--- src/sv/tfd_pkg.sv ---
// tfd_pkg: shared types and constants for the telemetry frame deframer
// no dependencies; used by every module of the block but tfd_checker

package tfd_pkg;

    localparam int unsigned BYTE_W   = 8;
    localparam int unsigned VALUE_W  = 16;
    localparam int unsigned COUNT_W  = 3;
    localparam int unsigned PADDR_W  = 5;
    localparam int unsigned PDATA_W  = 32;

    localparam logic [COUNT_W-1:0] SERVO_PAYLOAD = 3'd4;
    localparam logic [COUNT_W-1:0] SHORT_PAYLOAD = 3'd2;

    // register indexes (byte address / 4)
    localparam logic [2:0] REG_START    = 3'd0;
    localparam logic [2:0] REG_END      = 3'd1;
    localparam logic [2:0] REG_SERVO    = 3'd2;
    localparam logic [2:0] REG_BATTERY  = 3'd3;
    localparam logic [2:0] REG_VELOCITY = 3'd4;

    localparam logic [BYTE_W-1:0] RST_START    = 8'd2;
    localparam logic [BYTE_W-1:0] RST_END      = 8'd3;
    localparam logic [BYTE_W-1:0] RST_SERVO    = 8'd16;
    localparam logic [BYTE_W-1:0] RST_BATTERY  = 8'd17;
    localparam logic [BYTE_W-1:0] RST_VELOCITY = 8'd18;

    typedef enum logic [2:0] {
        PH_IDLE     = 3'd0,
        PH_TYPE     = 3'd1,
        PH_SERVO    = 3'd2,
        PH_BATTERY  = 3'd3,
        PH_VELOCITY = 3'd4
    } t_phase;

    typedef enum logic [1:0] {
        KIND_SERVO    = 2'd0,
        KIND_BATTERY  = 2'd1,
        KIND_VELOCITY = 2'd2
    } t_kind;

    typedef struct packed {
        logic [BYTE_W-1:0] start_byte;
        logic [BYTE_W-1:0] end_byte;
        logic [BYTE_W-1:0] servo_type;
        logic [BYTE_W-1:0] battery_type;
        logic [BYTE_W-1:0] velocity_type;
    } t_cfg;

    typedef struct packed {
        t_kind              kind;
        logic [VALUE_W-1:0] first_value;
        logic [VALUE_W-1:0] second_value;
    } t_result;

endpackage

--- src/sv/tfd_cfg_regs.sv ---
// tfd_cfg_regs: apb register file holding the frame marker bytes
// depends on tfd_pkg

module tfd_cfg_regs (
    input  logic                          i_clk,
    input  logic                          i_rst_n,
    input  logic                          psel,
    input  logic                          penable,
    input  logic                          pwrite,
    input  logic [tfd_pkg::PADDR_W-1:0]   paddr,
    input  logic [tfd_pkg::PDATA_W-1:0]   pwdata,
    output logic [tfd_pkg::PDATA_W-1:0]   prdata,
    output tfd_pkg::t_cfg                 o_cfg
);

    tfd_pkg::t_cfg r_cfg;
    logic          w_wr;
    logic [2:0]    w_idx;
    logic [tfd_pkg::BYTE_W-1:0] w_rd_byte;

    assign w_wr  = psel && penable && pwrite;
    assign w_idx = paddr[4:2];

    always_ff @(posedge i_clk) begin
        if (!i_rst_n) begin
            r_cfg.start_byte    <= tfd_pkg::RST_START;
            r_cfg.end_byte      <= tfd_pkg::RST_END;
            r_cfg.servo_type    <= tfd_pkg::RST_SERVO;
            r_cfg.battery_type  <= tfd_pkg::RST_BATTERY;
            r_cfg.velocity_type <= tfd_pkg::RST_VELOCITY;
        end else if (w_wr) begin
            unique case (w_idx)
                tfd_pkg::REG_START:    r_cfg.start_byte    <= pwdata[7:0];
                tfd_pkg::REG_END:      r_cfg.end_byte      <= pwdata[7:0];
                tfd_pkg::REG_SERVO:    r_cfg.servo_type    <= pwdata[7:0];
                tfd_pkg::REG_BATTERY:  r_cfg.battery_type  <= pwdata[7:0];
                tfd_pkg::REG_VELOCITY: r_cfg.velocity_type <= pwdata[7:0];
                default: ;
            endcase
        end
    end

    always_comb begin
        unique case (w_idx)
            tfd_pkg::REG_START:    w_rd_byte = r_cfg.start_byte;
            tfd_pkg::REG_END:      w_rd_byte = r_cfg.end_byte;
            tfd_pkg::REG_SERVO:    w_rd_byte = r_cfg.servo_type;
            tfd_pkg::REG_BATTERY:  w_rd_byte = r_cfg.battery_type;
            tfd_pkg::REG_VELOCITY: w_rd_byte = r_cfg.velocity_type;
            default:               w_rd_byte = '0;
        endcase
    end

    assign prdata = {{(tfd_pkg::PDATA_W - tfd_pkg::BYTE_W){1'b0}}, w_rd_byte};
    assign o_cfg  = r_cfg;

endmodule

--- src/sv/tfd_parser.sv ---
// tfd_parser: frame state machine and payload buffer, one byte per step
// depends on tfd_pkg

module tfd_parser (
    input  logic                        i_clk,
    input  logic                        i_rst_n,
    input  logic                        i_step,
    input  logic [tfd_pkg::BYTE_W-1:0]  i_byte,
    input  tfd_pkg::t_cfg               i_cfg,
    output logic                        o_hit,
    output tfd_pkg::t_result            o_result
);

    tfd_pkg::t_phase               r_phase, n_phase;
    logic [tfd_pkg::COUNT_W-1:0]   r_count, n_count;
    logic [tfd_pkg::BYTE_W-1:0]    r_payload [4];
    logic                          w_store;
    logic                          w_in_payload;
    logic [tfd_pkg::COUNT_W-1:0]   w_need;

    assign w_need = (r_phase == tfd_pkg::PH_SERVO) ? tfd_pkg::SERVO_PAYLOAD
                                                   : tfd_pkg::SHORT_PAYLOAD;

    // next state
    always_comb begin
        n_phase      = r_phase;
        n_count      = r_count;
        w_store      = 1'b0;
        w_in_payload = 1'b0;
        unique case (r_phase)
            tfd_pkg::PH_IDLE: begin
                n_count = '0;
                if (i_byte == i_cfg.start_byte) begin
                    n_phase = tfd_pkg::PH_TYPE;
                end
            end
            tfd_pkg::PH_TYPE: begin
                n_count = '0;
                priority if (i_byte == i_cfg.servo_type) begin
                    n_phase = tfd_pkg::PH_SERVO;
                end else if (i_byte == i_cfg.battery_type) begin
                    n_phase = tfd_pkg::PH_BATTERY;
                end else if (i_byte == i_cfg.velocity_type) begin
                    n_phase = tfd_pkg::PH_VELOCITY;
                end else begin
                    n_phase = tfd_pkg::PH_IDLE;
                end
            end
            tfd_pkg::PH_SERVO, tfd_pkg::PH_BATTERY, tfd_pkg::PH_VELOCITY: begin
                w_in_payload = 1'b1;
                if (r_count < w_need) begin
                    w_store = 1'b1;
                    n_count = r_count + 3'd1;
                end else begin
                    n_phase = tfd_pkg::PH_IDLE;
                    n_count = '0;
                end
            end
            default: begin
                n_phase = tfd_pkg::PH_IDLE;
                n_count = '0;
            end
        endcase
    end

    // outputs: result fields are built from the buffer, hit only on a good end byte
    always_comb begin
        o_hit = w_in_payload && (r_count >= w_need) && (i_byte == i_cfg.end_byte);
        unique case (r_phase)
            tfd_pkg::PH_BATTERY:  o_result.kind = tfd_pkg::KIND_BATTERY;
            tfd_pkg::PH_VELOCITY: o_result.kind = tfd_pkg::KIND_VELOCITY;
            default:              o_result.kind = tfd_pkg::KIND_SERVO;
        endcase
        o_result.first_value = {r_payload[0], r_payload[1]};
        if (r_phase == tfd_pkg::PH_SERVO) begin
            o_result.second_value = {r_payload[2], r_payload[3]};
        end else begin
            o_result.second_value = '0;
        end
    end

    always_ff @(posedge i_clk) begin
        if (!i_rst_n) begin
            r_phase <= tfd_pkg::PH_IDLE;
            r_count <= '0;
        end else if (i_step) begin
            r_phase <= n_phase;
            r_count <= n_count;
        end
    end

    always_ff @(posedge i_clk) begin
        if (i_step && w_store) begin
            r_payload[r_count[1:0]] <= i_byte;
        end
    end

endmodule

--- src/sv/telemetry_frame_deframer.sv ---
// telemetry_frame_deframer: top level, input byte register, parser, result register
// depends on tfd_pkg, tfd_cfg_regs, tfd_parser
//
//  channel   direction  payload
//  s_axis    in         tdata[7:0] rx_byte
//  m_axis    out        tdata[15:0] first_value, tdata[31:16] second_value,
//                       tuser[1:0] frame_kind
//  apb       in/out     five 8-bit registers at byte addresses 0x00..0x10
//
//  one byte accepted per cycle unless a completing end byte waits on a full result register;
//  a byte sits in the input register until the parser takes it, and a frame's result
//  is loaded into the result register as its end byte is taken, then leaves from there.
//  synchronous active-low reset returns the parser to idle and empties both registers.
//  only an end byte that completes a frame waits on a full result register;
//  every other byte moves on while a result is stalled.

module telemetry_frame_deframer (
    input  logic                        i_clk,
    input  logic                        i_rst_n,
    input  logic                        s_axis_tvalid,
    output logic                        s_axis_tready,
    input  logic [7:0]                  s_axis_tdata,   // [7:0] rx_byte
    output logic                        m_axis_tvalid,
    input  logic                        m_axis_tready,
    output logic [31:0]                 m_axis_tdata,   // [15:0] first_value, [31:16] second_value
    output logic [1:0]                  m_axis_tuser,   // [1:0] frame_kind
    input  logic                        psel,
    input  logic                        penable,
    input  logic                        pwrite,
    input  logic [tfd_pkg::PADDR_W-1:0] paddr,
    input  logic [tfd_pkg::PDATA_W-1:0] pwdata,
    output logic [tfd_pkg::PDATA_W-1:0] prdata,
    output logic                        pready
);

    tfd_pkg::t_cfg              w_cfg;
    tfd_pkg::t_result           w_result;
    tfd_pkg::t_result           r_out;
    logic                       r_in_valid;
    logic [tfd_pkg::BYTE_W-1:0] r_in_byte;
    logic                       r_out_valid;
    logic                       w_hit;
    logic                       w_step;
    logic                       w_out_free;

    assign pready = 1'b1;

    tfd_cfg_regs u_cfg (
        .i_clk   (i_clk),
        .i_rst_n (i_rst_n),
        .psel    (psel),
        .penable (penable),
        .pwrite  (pwrite),
        .paddr   (paddr),
        .pwdata  (pwdata),
        .prdata  (prdata),
        .o_cfg   (w_cfg)
    );

    tfd_parser u_parser (
        .i_clk    (i_clk),
        .i_rst_n  (i_rst_n),
        .i_step   (w_step),
        .i_byte   (r_in_byte),
        .i_cfg    (w_cfg),
        .o_hit    (w_hit),
        .o_result (w_result)
    );

    assign w_out_free    = !r_out_valid || m_axis_tready;
    assign w_step        = r_in_valid && (!w_hit || w_out_free);
    assign s_axis_tready = !r_in_valid || w_step;

    always_ff @(posedge i_clk) begin
        if (!i_rst_n) begin
            r_in_valid  <= 1'b0;
            r_out_valid <= 1'b0;
        end else begin
            if (s_axis_tready) begin
                r_in_valid <= s_axis_tvalid;
            end
            if (w_step && w_hit) begin
                r_out_valid <= 1'b1;
            end else if (m_axis_tready) begin
                r_out_valid <= 1'b0;
            end
        end
    end

    always_ff @(posedge i_clk) begin
        if (s_axis_tready && s_axis_tvalid) begin
            r_in_byte <= s_axis_tdata;
        end
        if (w_step && w_hit) begin
            r_out <= w_result;
        end
    end

    assign m_axis_tvalid = r_out_valid;
    assign m_axis_tdata  = {r_out.second_value, r_out.first_value};
    assign m_axis_tuser  = r_out.kind;

endmodule

--- config.mk ---
export PLATFORM = sky130hd
export DESIGN_NAME = telemetry_frame_deframer
export DESIGN_NICKNAME = d
export VERILOG_FILES = /design/src/sv/tfd_pkg.sv /design/src/sv/tfd_cfg_regs.sv /design/src/sv/tfd_parser.sv /design/src/sv/telemetry_frame_deframer.sv
export SDC_FILE = /design/constraint.sdc
export NUM_CORES = 1
export LEC_CHECK = 0
export ABC_AREA = 1
export BUFFER_PORTS_ARGS = -buffer_cell sky130_fd_sc_hd__buf_2
export CAP_MARGIN = 25
export CORE_ASPECT_RATIO = 1.25
export CORE_MARGIN = 5
export CORE_UTILIZATION = 25
export DETAILED_ROUTE_END_ITERATION = 10
export PLACE_DENSITY = 0.45
export SYNTH_ARGS = -nofsm -noshare
export SYNTH_HDL_FRONTEND = slang
export SYNTH_HIERARCHICAL = 1
export SYNTH_SLANG_ARGS = --single-unit
--- constraint.sdc ---
create_clock -name i_clk -period 7.3 [get_ports i_clk]
set_clock_uncertainty 0.15 [all_clocks]
set_input_delay 0.73 -clock i_clk [delete_from_list [all_inputs] [get_ports i_clk]]
set_output_delay 0.73 -clock i_clk [all_outputs]
set_load 0.005 [all_outputs]
==> results by group, run 1 <==
Global route
  – Congestion Overflow GR: 0
  – Initial antenna violation count: 0
  – Total GRT Usage: 11.6%
  – GR Util met2: 19.0%
  – First-pass GRT wire length: 23500 um
  – Vias in the first global route: 4138
  – Grt peak-use layer: met2
  – Met3 usage: 3.28%
  – Global-route track usage on met1: 14.5%
  – Pin count of the biggest net entering global routing: 48

Clocking
  – CTS tree: built
  – CTS clock-pin slew for the worst setup and hold paths: 60 ps
  – Root buf cell: clkbuf_16
  – # Post-CTS Setup Buffers: 0
  – Htree depth: 4
  – Clock Sinks: 122
  – CTS buffer count: 17
  – CTS Buffer Depth: 2
  – Clock Latency Late Sink: 420 ps
  – Cts hold-fix bufs: 0
  – Post-CTS sizing: 0

Layout
  – Area of the multi-input gates: 0.00211 mm2
  – Final nets: 784
  – Register area: 0.00318 mm2
  – Layout cells sized above 1: 18.0%
  – Layout fillers: 2478
  – Area growth syn-to-layout: 17.7%
  – Post-layout util: 29.9%
  – Diode count: 0
  – Fin cells: 1027
  – Commonest non-fill, non-tap cell in the layout: nand2_1
  – Most frequent cells in the layout: 157 x nand2_1, 113 x nor2_1, 74 x edfxtp_1, 69 x buf_2, 64 x inv_1

Power and ir drop
  – Pwr Total: 1660 uW
  – Pwr dens: 242 mW/mm2
  – Peak VDD IR: 0.150 mV
  – Static Leakage: 0.00293 uW

Logic synthesis
  – Async SR Flop Fraction: 0%
  – Fraction of the mapped netlist area in simple logic gates: 27.4%
  – Yosys cell types: 35
  – Main flop type after synthesis: edfxtp_1
  – Register area share after synthesis: 54.4%
  – Mux share of post-synthesis cell area: 0%
  – Synthesized cell area: 0.00585 mm2
  – Largest family of logic cells by synthesized area: simple AND/OR/NAND/NOR gates
  – Cells after synthesis: 661
  – Synth Area in Compound Gates: 1.67%
  – Register bit count reported by yosys: 122
  – XOR/XNOR Fraction of Synth Area: 4.19%
  – Post-synth EDFFs: 74
  – Synth Warn #: 6
  – Syn Area/Cell: 8.85 um2
  – Post-Synth Adder-Cell Area: 1.28%

Place
  – GPL Wtd Cong: 0.769
  – Placed Cells: 995
  – Port Buf Inserts: 69
  – Post-DP HPWL: 10400 um

Worst setup path
  – Crit path required time: 6420 ps
  – Critical path endpoint category: output pin
  – Worst path most repeated cell: nand3_1
  – Critical setup path kind: reg -> out
  – Worst path cell trace: nand3_1 -> ha_1 -> a21oi_1 -> nand2_1 -> nand3_1 -> nor4_1 -> nand4_2 -> buf_2
  – Worst path max stage delay: 550 ps
  – CP arrival: 3100 ps
  – Slowest-stage cell, CP: ha_1
  – Worst path bufs/invs: 1
  – Startpoint type of the worst setup path: register
  – Worst-path fanout max: 18
  – CP top delay family: simple AND/OR/NAND/NOR gates

Floorplanning
  – Initial Util: 25.4%
  – Die area: 0.0266 mm2
  – Core Rows: 62
  – Die height: 181 um
  – Placeable Area: 0.0230 mm2
  – Die width: 147 um
  – # IOs: 121

Drt
  – Vias per inst: 4.17
  – Detailed Routing Iterations Pass 1: 5
  – WL/cell: 14.7 um
  – Via count: 4284
  – ANT nets after route: 0
  – Final WL: 15100 um
  – Initial drt markers: 218
  – Post-route DRC: 0

Run status
  – Status: finished, final reports clean

STA
  – Tmin final: 3980 ps
  – Final Hold Viols: 0
  – Relative slew margins: 35.7%
  – Min Hold Slack: 262 ps
  – RSZ-0062 raised after global routing: no
  – Worst-margin pin slew: 960 ps
  – Setup TNS: 0 ps
  – Max-slew violations: 0
  – Fmax: 0.251 GHz
  – Final period util: 54.5%
  – # setup viols final: 0

Flow run
  – Max-Cap Viols: 0

Hold path
  – Min-delay worst type: reg -> reg
==> per-stage QoR <==
| stage | setup slack, ps | area [um2] |
|---|---|---|
| after global routing | 2880 | 6880 |
| final | 3320 | 6880 |
| after global placement | 3540 | 6300 |
| after CTS | 3210 | 6880 |
| after detailed placement | 3480 | 6300 |
| after floorplan | 4230 | 5930 |
==> kinds of logic after synthesis <==
logic type | after synthesis
AO/OA/AOI/OAI | 16
XOR/XNOR | 28
adder cells (fa/ha/maj) | 6
buffers and inverters | 123
flip-flops | 122
other | 2
AND/OR/NAND/NOR | 364
==> worst reg2reg max path: stages, from the launching register on <==
cell	delay [ps]
dfxtp_1	420
nand3_1	540
ha_1	540
a21oi_1	310
nand2_1	90
nand3_1	100
nor4_1	80
inv_1	80
o21ai_0	80
inv_1	110
nand2_1	140
nor2_1	660
==> report_power, final <==
group          internal, uW  switching (uW)  total [uW]  leakage (uW)
registers               736            20.4         756       0.00105
logic                  28.9            57.9        86.8       0.00160
clock network           503             319         822      0.000276
total                  1270             397        1660       0.00293
==> layout make-up <==
cell class	count	area share (%)
Inverter	75	4.16
Sequential cell	122	46.2
Multi-Input combinational cell	439	30.7
Clock inverter	14	2.16
Clock buffer	18	6.24
Timing Repair Buffer	71	5.24
Tap cell	288	5.24
==> Yosys cell counts, drive strengths merged, types with 2 or more instances <==
master | instances | area share, %
a21oi | 5 | 0.68
nor2 | 123 | 8.9
edfxtp | 74 | 38
xor2 | 4 | 0.60
dfxtp | 48 | 16
nand4 | 14 | 1.6
nand2 | 162 | 11
conb | 2 | 0.13
xnor2 | 24 | 3.6
nor3 | 3 | 0.26
o21ai | 10 | 0.86
ha | 6 | 1.3
inv | 74 | 4.8
buf | 47 | 5.9
nand3 | 60 | 5.8
==> metal layers <==
layer	vias up	part of all wire, %
li1	2177	-
met1	1969	44
met2	123	49
met3	15	4.9
met4	0	1.9
met5	-	0
==> path summary, 6_finish.rpt <==
kind | depth (start not counted) | slack (ps) | from | to
max reg2reg | 11 | 3620 | u_parser/r_phase[1] | u_parser/r_payload[0][5]
min reg2reg | 0 | 260 | u_parser/r_payload[1][7] | m_axis_tdata[7]
min | 0 | 260 | u_parser/r_payload[1][7] | m_axis_tdata[7]
max | 8 | 3320 | u_parser/r_phase[1] | s_axis_tready
==> registers in the layout (all words and copies together) (netlist names) <==
register and cells:
r_in_valid 1, u_parser/r_phase 3, u_parser/r_payload 32, u_cfg/o_cfg 40, u_parser/r_count 3, r_in_byte 8, m_axis_tuser 2, m_axis_tvalid 1
m_axis_tdata 32
Note: power is estimated with default switching activity, not from simulation.
==> run 2: changes to the inputs <==
--- a/config.mk
+++ b/config.mk
@@ -12,7 +12,7 @@
 export CORE_MARGIN = 5
 export CORE_UTILIZATION = 25
 export DETAILED_ROUTE_END_ITERATION = 10
-export PLACE_DENSITY = 0.45
+export PLACE_DENSITY = 0.46
 export SYNTH_ARGS = -nofsm -noshare
 export SYNTH_HDL_FRONTEND = slang
 export SYNTH_HIERARCHICAL = 1
==> constraint.sdc (replaced) <==
create_clock -name i_clk -period 3.3 [get_ports i_clk]
set_clock_uncertainty 0.15 [all_clocks]
set_input_delay 0.33 -clock i_clk [delete_from_list [all_inputs] [get_ports i_clk]]
set_output_delay 0.33 -clock i_clk [all_outputs]
set_load 0.005 [all_outputs]
==> run 2 against run 1 <==
Die area unchanged. Clock power increased by 130%. Worst hold slack got worse by 220 ps.
==> results by group, run 2 (synthesized netlist as in run 1, its figures left out) <==
Run status
  – Status: finished, final reports clean

Worst setup path
  – Startpoint type of the worst setup path: register
  – Worst-path fanout max: 8
  – CP arrival: 2720 ps
  – Critical setup path kind: reg -> reg
  – Reg2reg setup slack: 460 ps
  – Worst path bufs/invs: 3
  – Critical R2R Launch: u_parser/r_phase[2]
  – Worst reg2reg endpoint: u_parser/r_payload[0][2]
  – Worst R2R Path Depth: 12
  – Worst path max stage delay: 560 ps
  – Worst path most repeated cell: inv_1
  – Slowest-stage cell, CP: nor2_1
  – CP top delay family: simple AND/OR/NAND/NOR gates
  – Worst path cell trace: inv_1 -> nand3_1 -> ha_1 -> a21oi_1 -> nand2_1 -> nand3_1 -> nor4_1 -> inv_1 -> o21ai_0 -> inv_1 -> nand2_1 -> nor2_1
  – Critical path endpoint category: register
  – Crit path required time: 3190 ps

STA
  – Worst-margin pin slew: 692 ps
  – Fmax: 0.353 GHz
  – Max-slew violations: 0
  – RSZ-0062 raised after global routing: no
  – Final period util: 85.9%
  – Relative slew margins: 53.7%
  – Setup TNS: 0 ps
  – Final Hold Viols: 0
  – # setup viols final: 0
  – Tmin final: 2840 ps

Layout
  – Commonest non-fill, non-tap cell in the layout: nand2_1
  – Area growth syn-to-layout: 21.1%
  – Fin cells: 1047
  – Most frequent cells in the layout: 157 x nand2_1, 113 x nor2_1, 74 x edfxtp_1, 69 x buf_2, 64 x inv_1
  – Diode count: 0
  – Layout cells sized above 1: 19.4%
  – Fin area: 0.00708 mm2
  – Largest register FFs: 40
  – Final nets: 805

Power and ir drop
  – Static Leakage: 0.00304 uW
  – Clock network power share: 49.9%
  – Pint: 2900 uW
  – Flop pwr share: 43.7%
  – P_sw: 861 uW
  – Comb power frac: 6.4%
  – Peak VDD IR: 0.351 mV
  – Switching Share: 22.9%
  – Pwr Total: 3760 uW
  – Pwr dens: 531 mW/mm2

Drt
  – Vias per inst: 4.07
  – Final WL: 14900 um
  – Via count: 4259
  – Detailed Routing Iterations Pass 1: 4
  – Initial drt markers: 208
  – Post-route DRC: 0
  – ANT nets after route: 0
  – WL/cell: 14.2 um

Global route
  – Initial antenna violation count: 0
  – Total GRT Usage: 11.5%
  – Vias in the first global route: 4206
  – First-pass GRT wire length: 23600 um
  – Congestion Overflow GR: 0
  – Pin count of the biggest net entering global routing: 35

Hold path
  – Min-delay worst type: in -> reg
  – Hold Path Depth: 3
  – Worst Hold End: r_in_valid
  – Hold_sp: s_axis_tvalid

Clocking
  – Root buf cell: clkbuf_16
  – CTS tree: built
  – CTS clock-pin slew for the worst setup and hold paths: 60 ps
  – Clock Latency Late Sink: 410 ps
  – Htree depth: 4
  – CTS Buffer Depth: 2
  – Clock Sinks: 122
  – CTS buffer count: 17

Floorplanning
  – Die width: 147 um
  – # IOs: 121
  – Core Rows: 62
  – Initial Util: 25.4%
  – Placeable Area: 0.0230 mm2
  – Die height: 181 um
  – Die area: 0.0266 mm2

Place
  – Post-DP HPWL: 10800 um
  – DP Area: 0.00640 mm2
  – GPL Wtd Cong: 0.780
  – Port Buf Inserts: 69
  – Placed Cells: 1008

Flow run
  – Max-Cap Viols: 0
-- run 2: cell count changes in the layout (fill, tap and decap cells not counted), sizes merged --
cell	delta
bufinv	+1
buf	+13
dlygate4sd3	+8
clkinv	-2
-- run 2: timing repair --
action                    4_1_cts  5_1_grt
hold buffers                    8        0
hold endpoints to repair        8        0
buffers inserted                0        0
gates resized for setup         0        0
-- run 2: worst register-to-register path, stage by stage (launching register included) --
cell	delay, ps
dfxtp_1	340
inv_1	110
nand3_1	160
ha_1	330
a21oi_1	190
nand2_1	70
nand3_1	80
nor4_1	60
inv_1	70
o21ai_0	80
inv_1	120
nand2_1	140
nor2_1	560
-- run 2: worst max-delay path by stage --
stage | start | to | slack, ps | depth (start not counted)
after global routing | u_parser/r_phase[2] | u_parser/r_payload[3][3] | 210 | 12
after global placement | u_parser/r_phase[2] | u_parser/r_payload[2][5] | 490 | 12
after floorplan | u_parser/r_phase[2] | m_axis_tdata[0] | 230 | 10
after detailed placement | u_parser/r_phase[2] | u_parser/r_payload[3][7] | 420 | 12
after CTS | u_parser/r_phase[2] | u_parser/r_payload[0][2] | 410 | 12
final | u_parser/r_phase[2] | u_parser/r_payload[0][2] | 460 | 12
-- run 2: per-layer routing --
metal / vias up / track usage (%) / routed length (um)
li1: 2221 / - / -
met1: 1921 / 14.0 / 6520
met2: 109 / 19.6 / 7420
met3: 8 / 3.11 / 781
met4: 0 / 3.95 / 175
met5: - / 0 / 0
-- run 2: per-stage QoR --
stage | util, % | worst slack, ps | hold WS (ps)
after floorplan | - | 230 | 250
after global placement | 27.8 | 495 | 256
after detailed placement | 27.8 | 416 | 258
after CTS | 30.7 | 415 | 30.3
after global routing | 30.7 | 205 | 45.3
final | 30.7 | 464 | 46.2
-- run 2: power groups by stage --
stage	Combinational (uW)	Clock [uW]	Sequential, uW
2_1_floorplan	177	0	1670
6_report	242	1870	1640
5_1_grt	269	2000	1640
4_1_cts	246	1920	1640
3_3_place_gp	238	0	1670
3_5_place_dp	238	0	1680
-- run 2: cell type report --
cell class	count	area, um2
Inverter	75	287
Fill cell	2467	16000
Clock buffer	18	429
Clock inverter	13	171
Tap cell	288	360
Sequential cell	122	3180
Timing Repair Buffer	92	538
Multi-Input combinational cell	439	2110
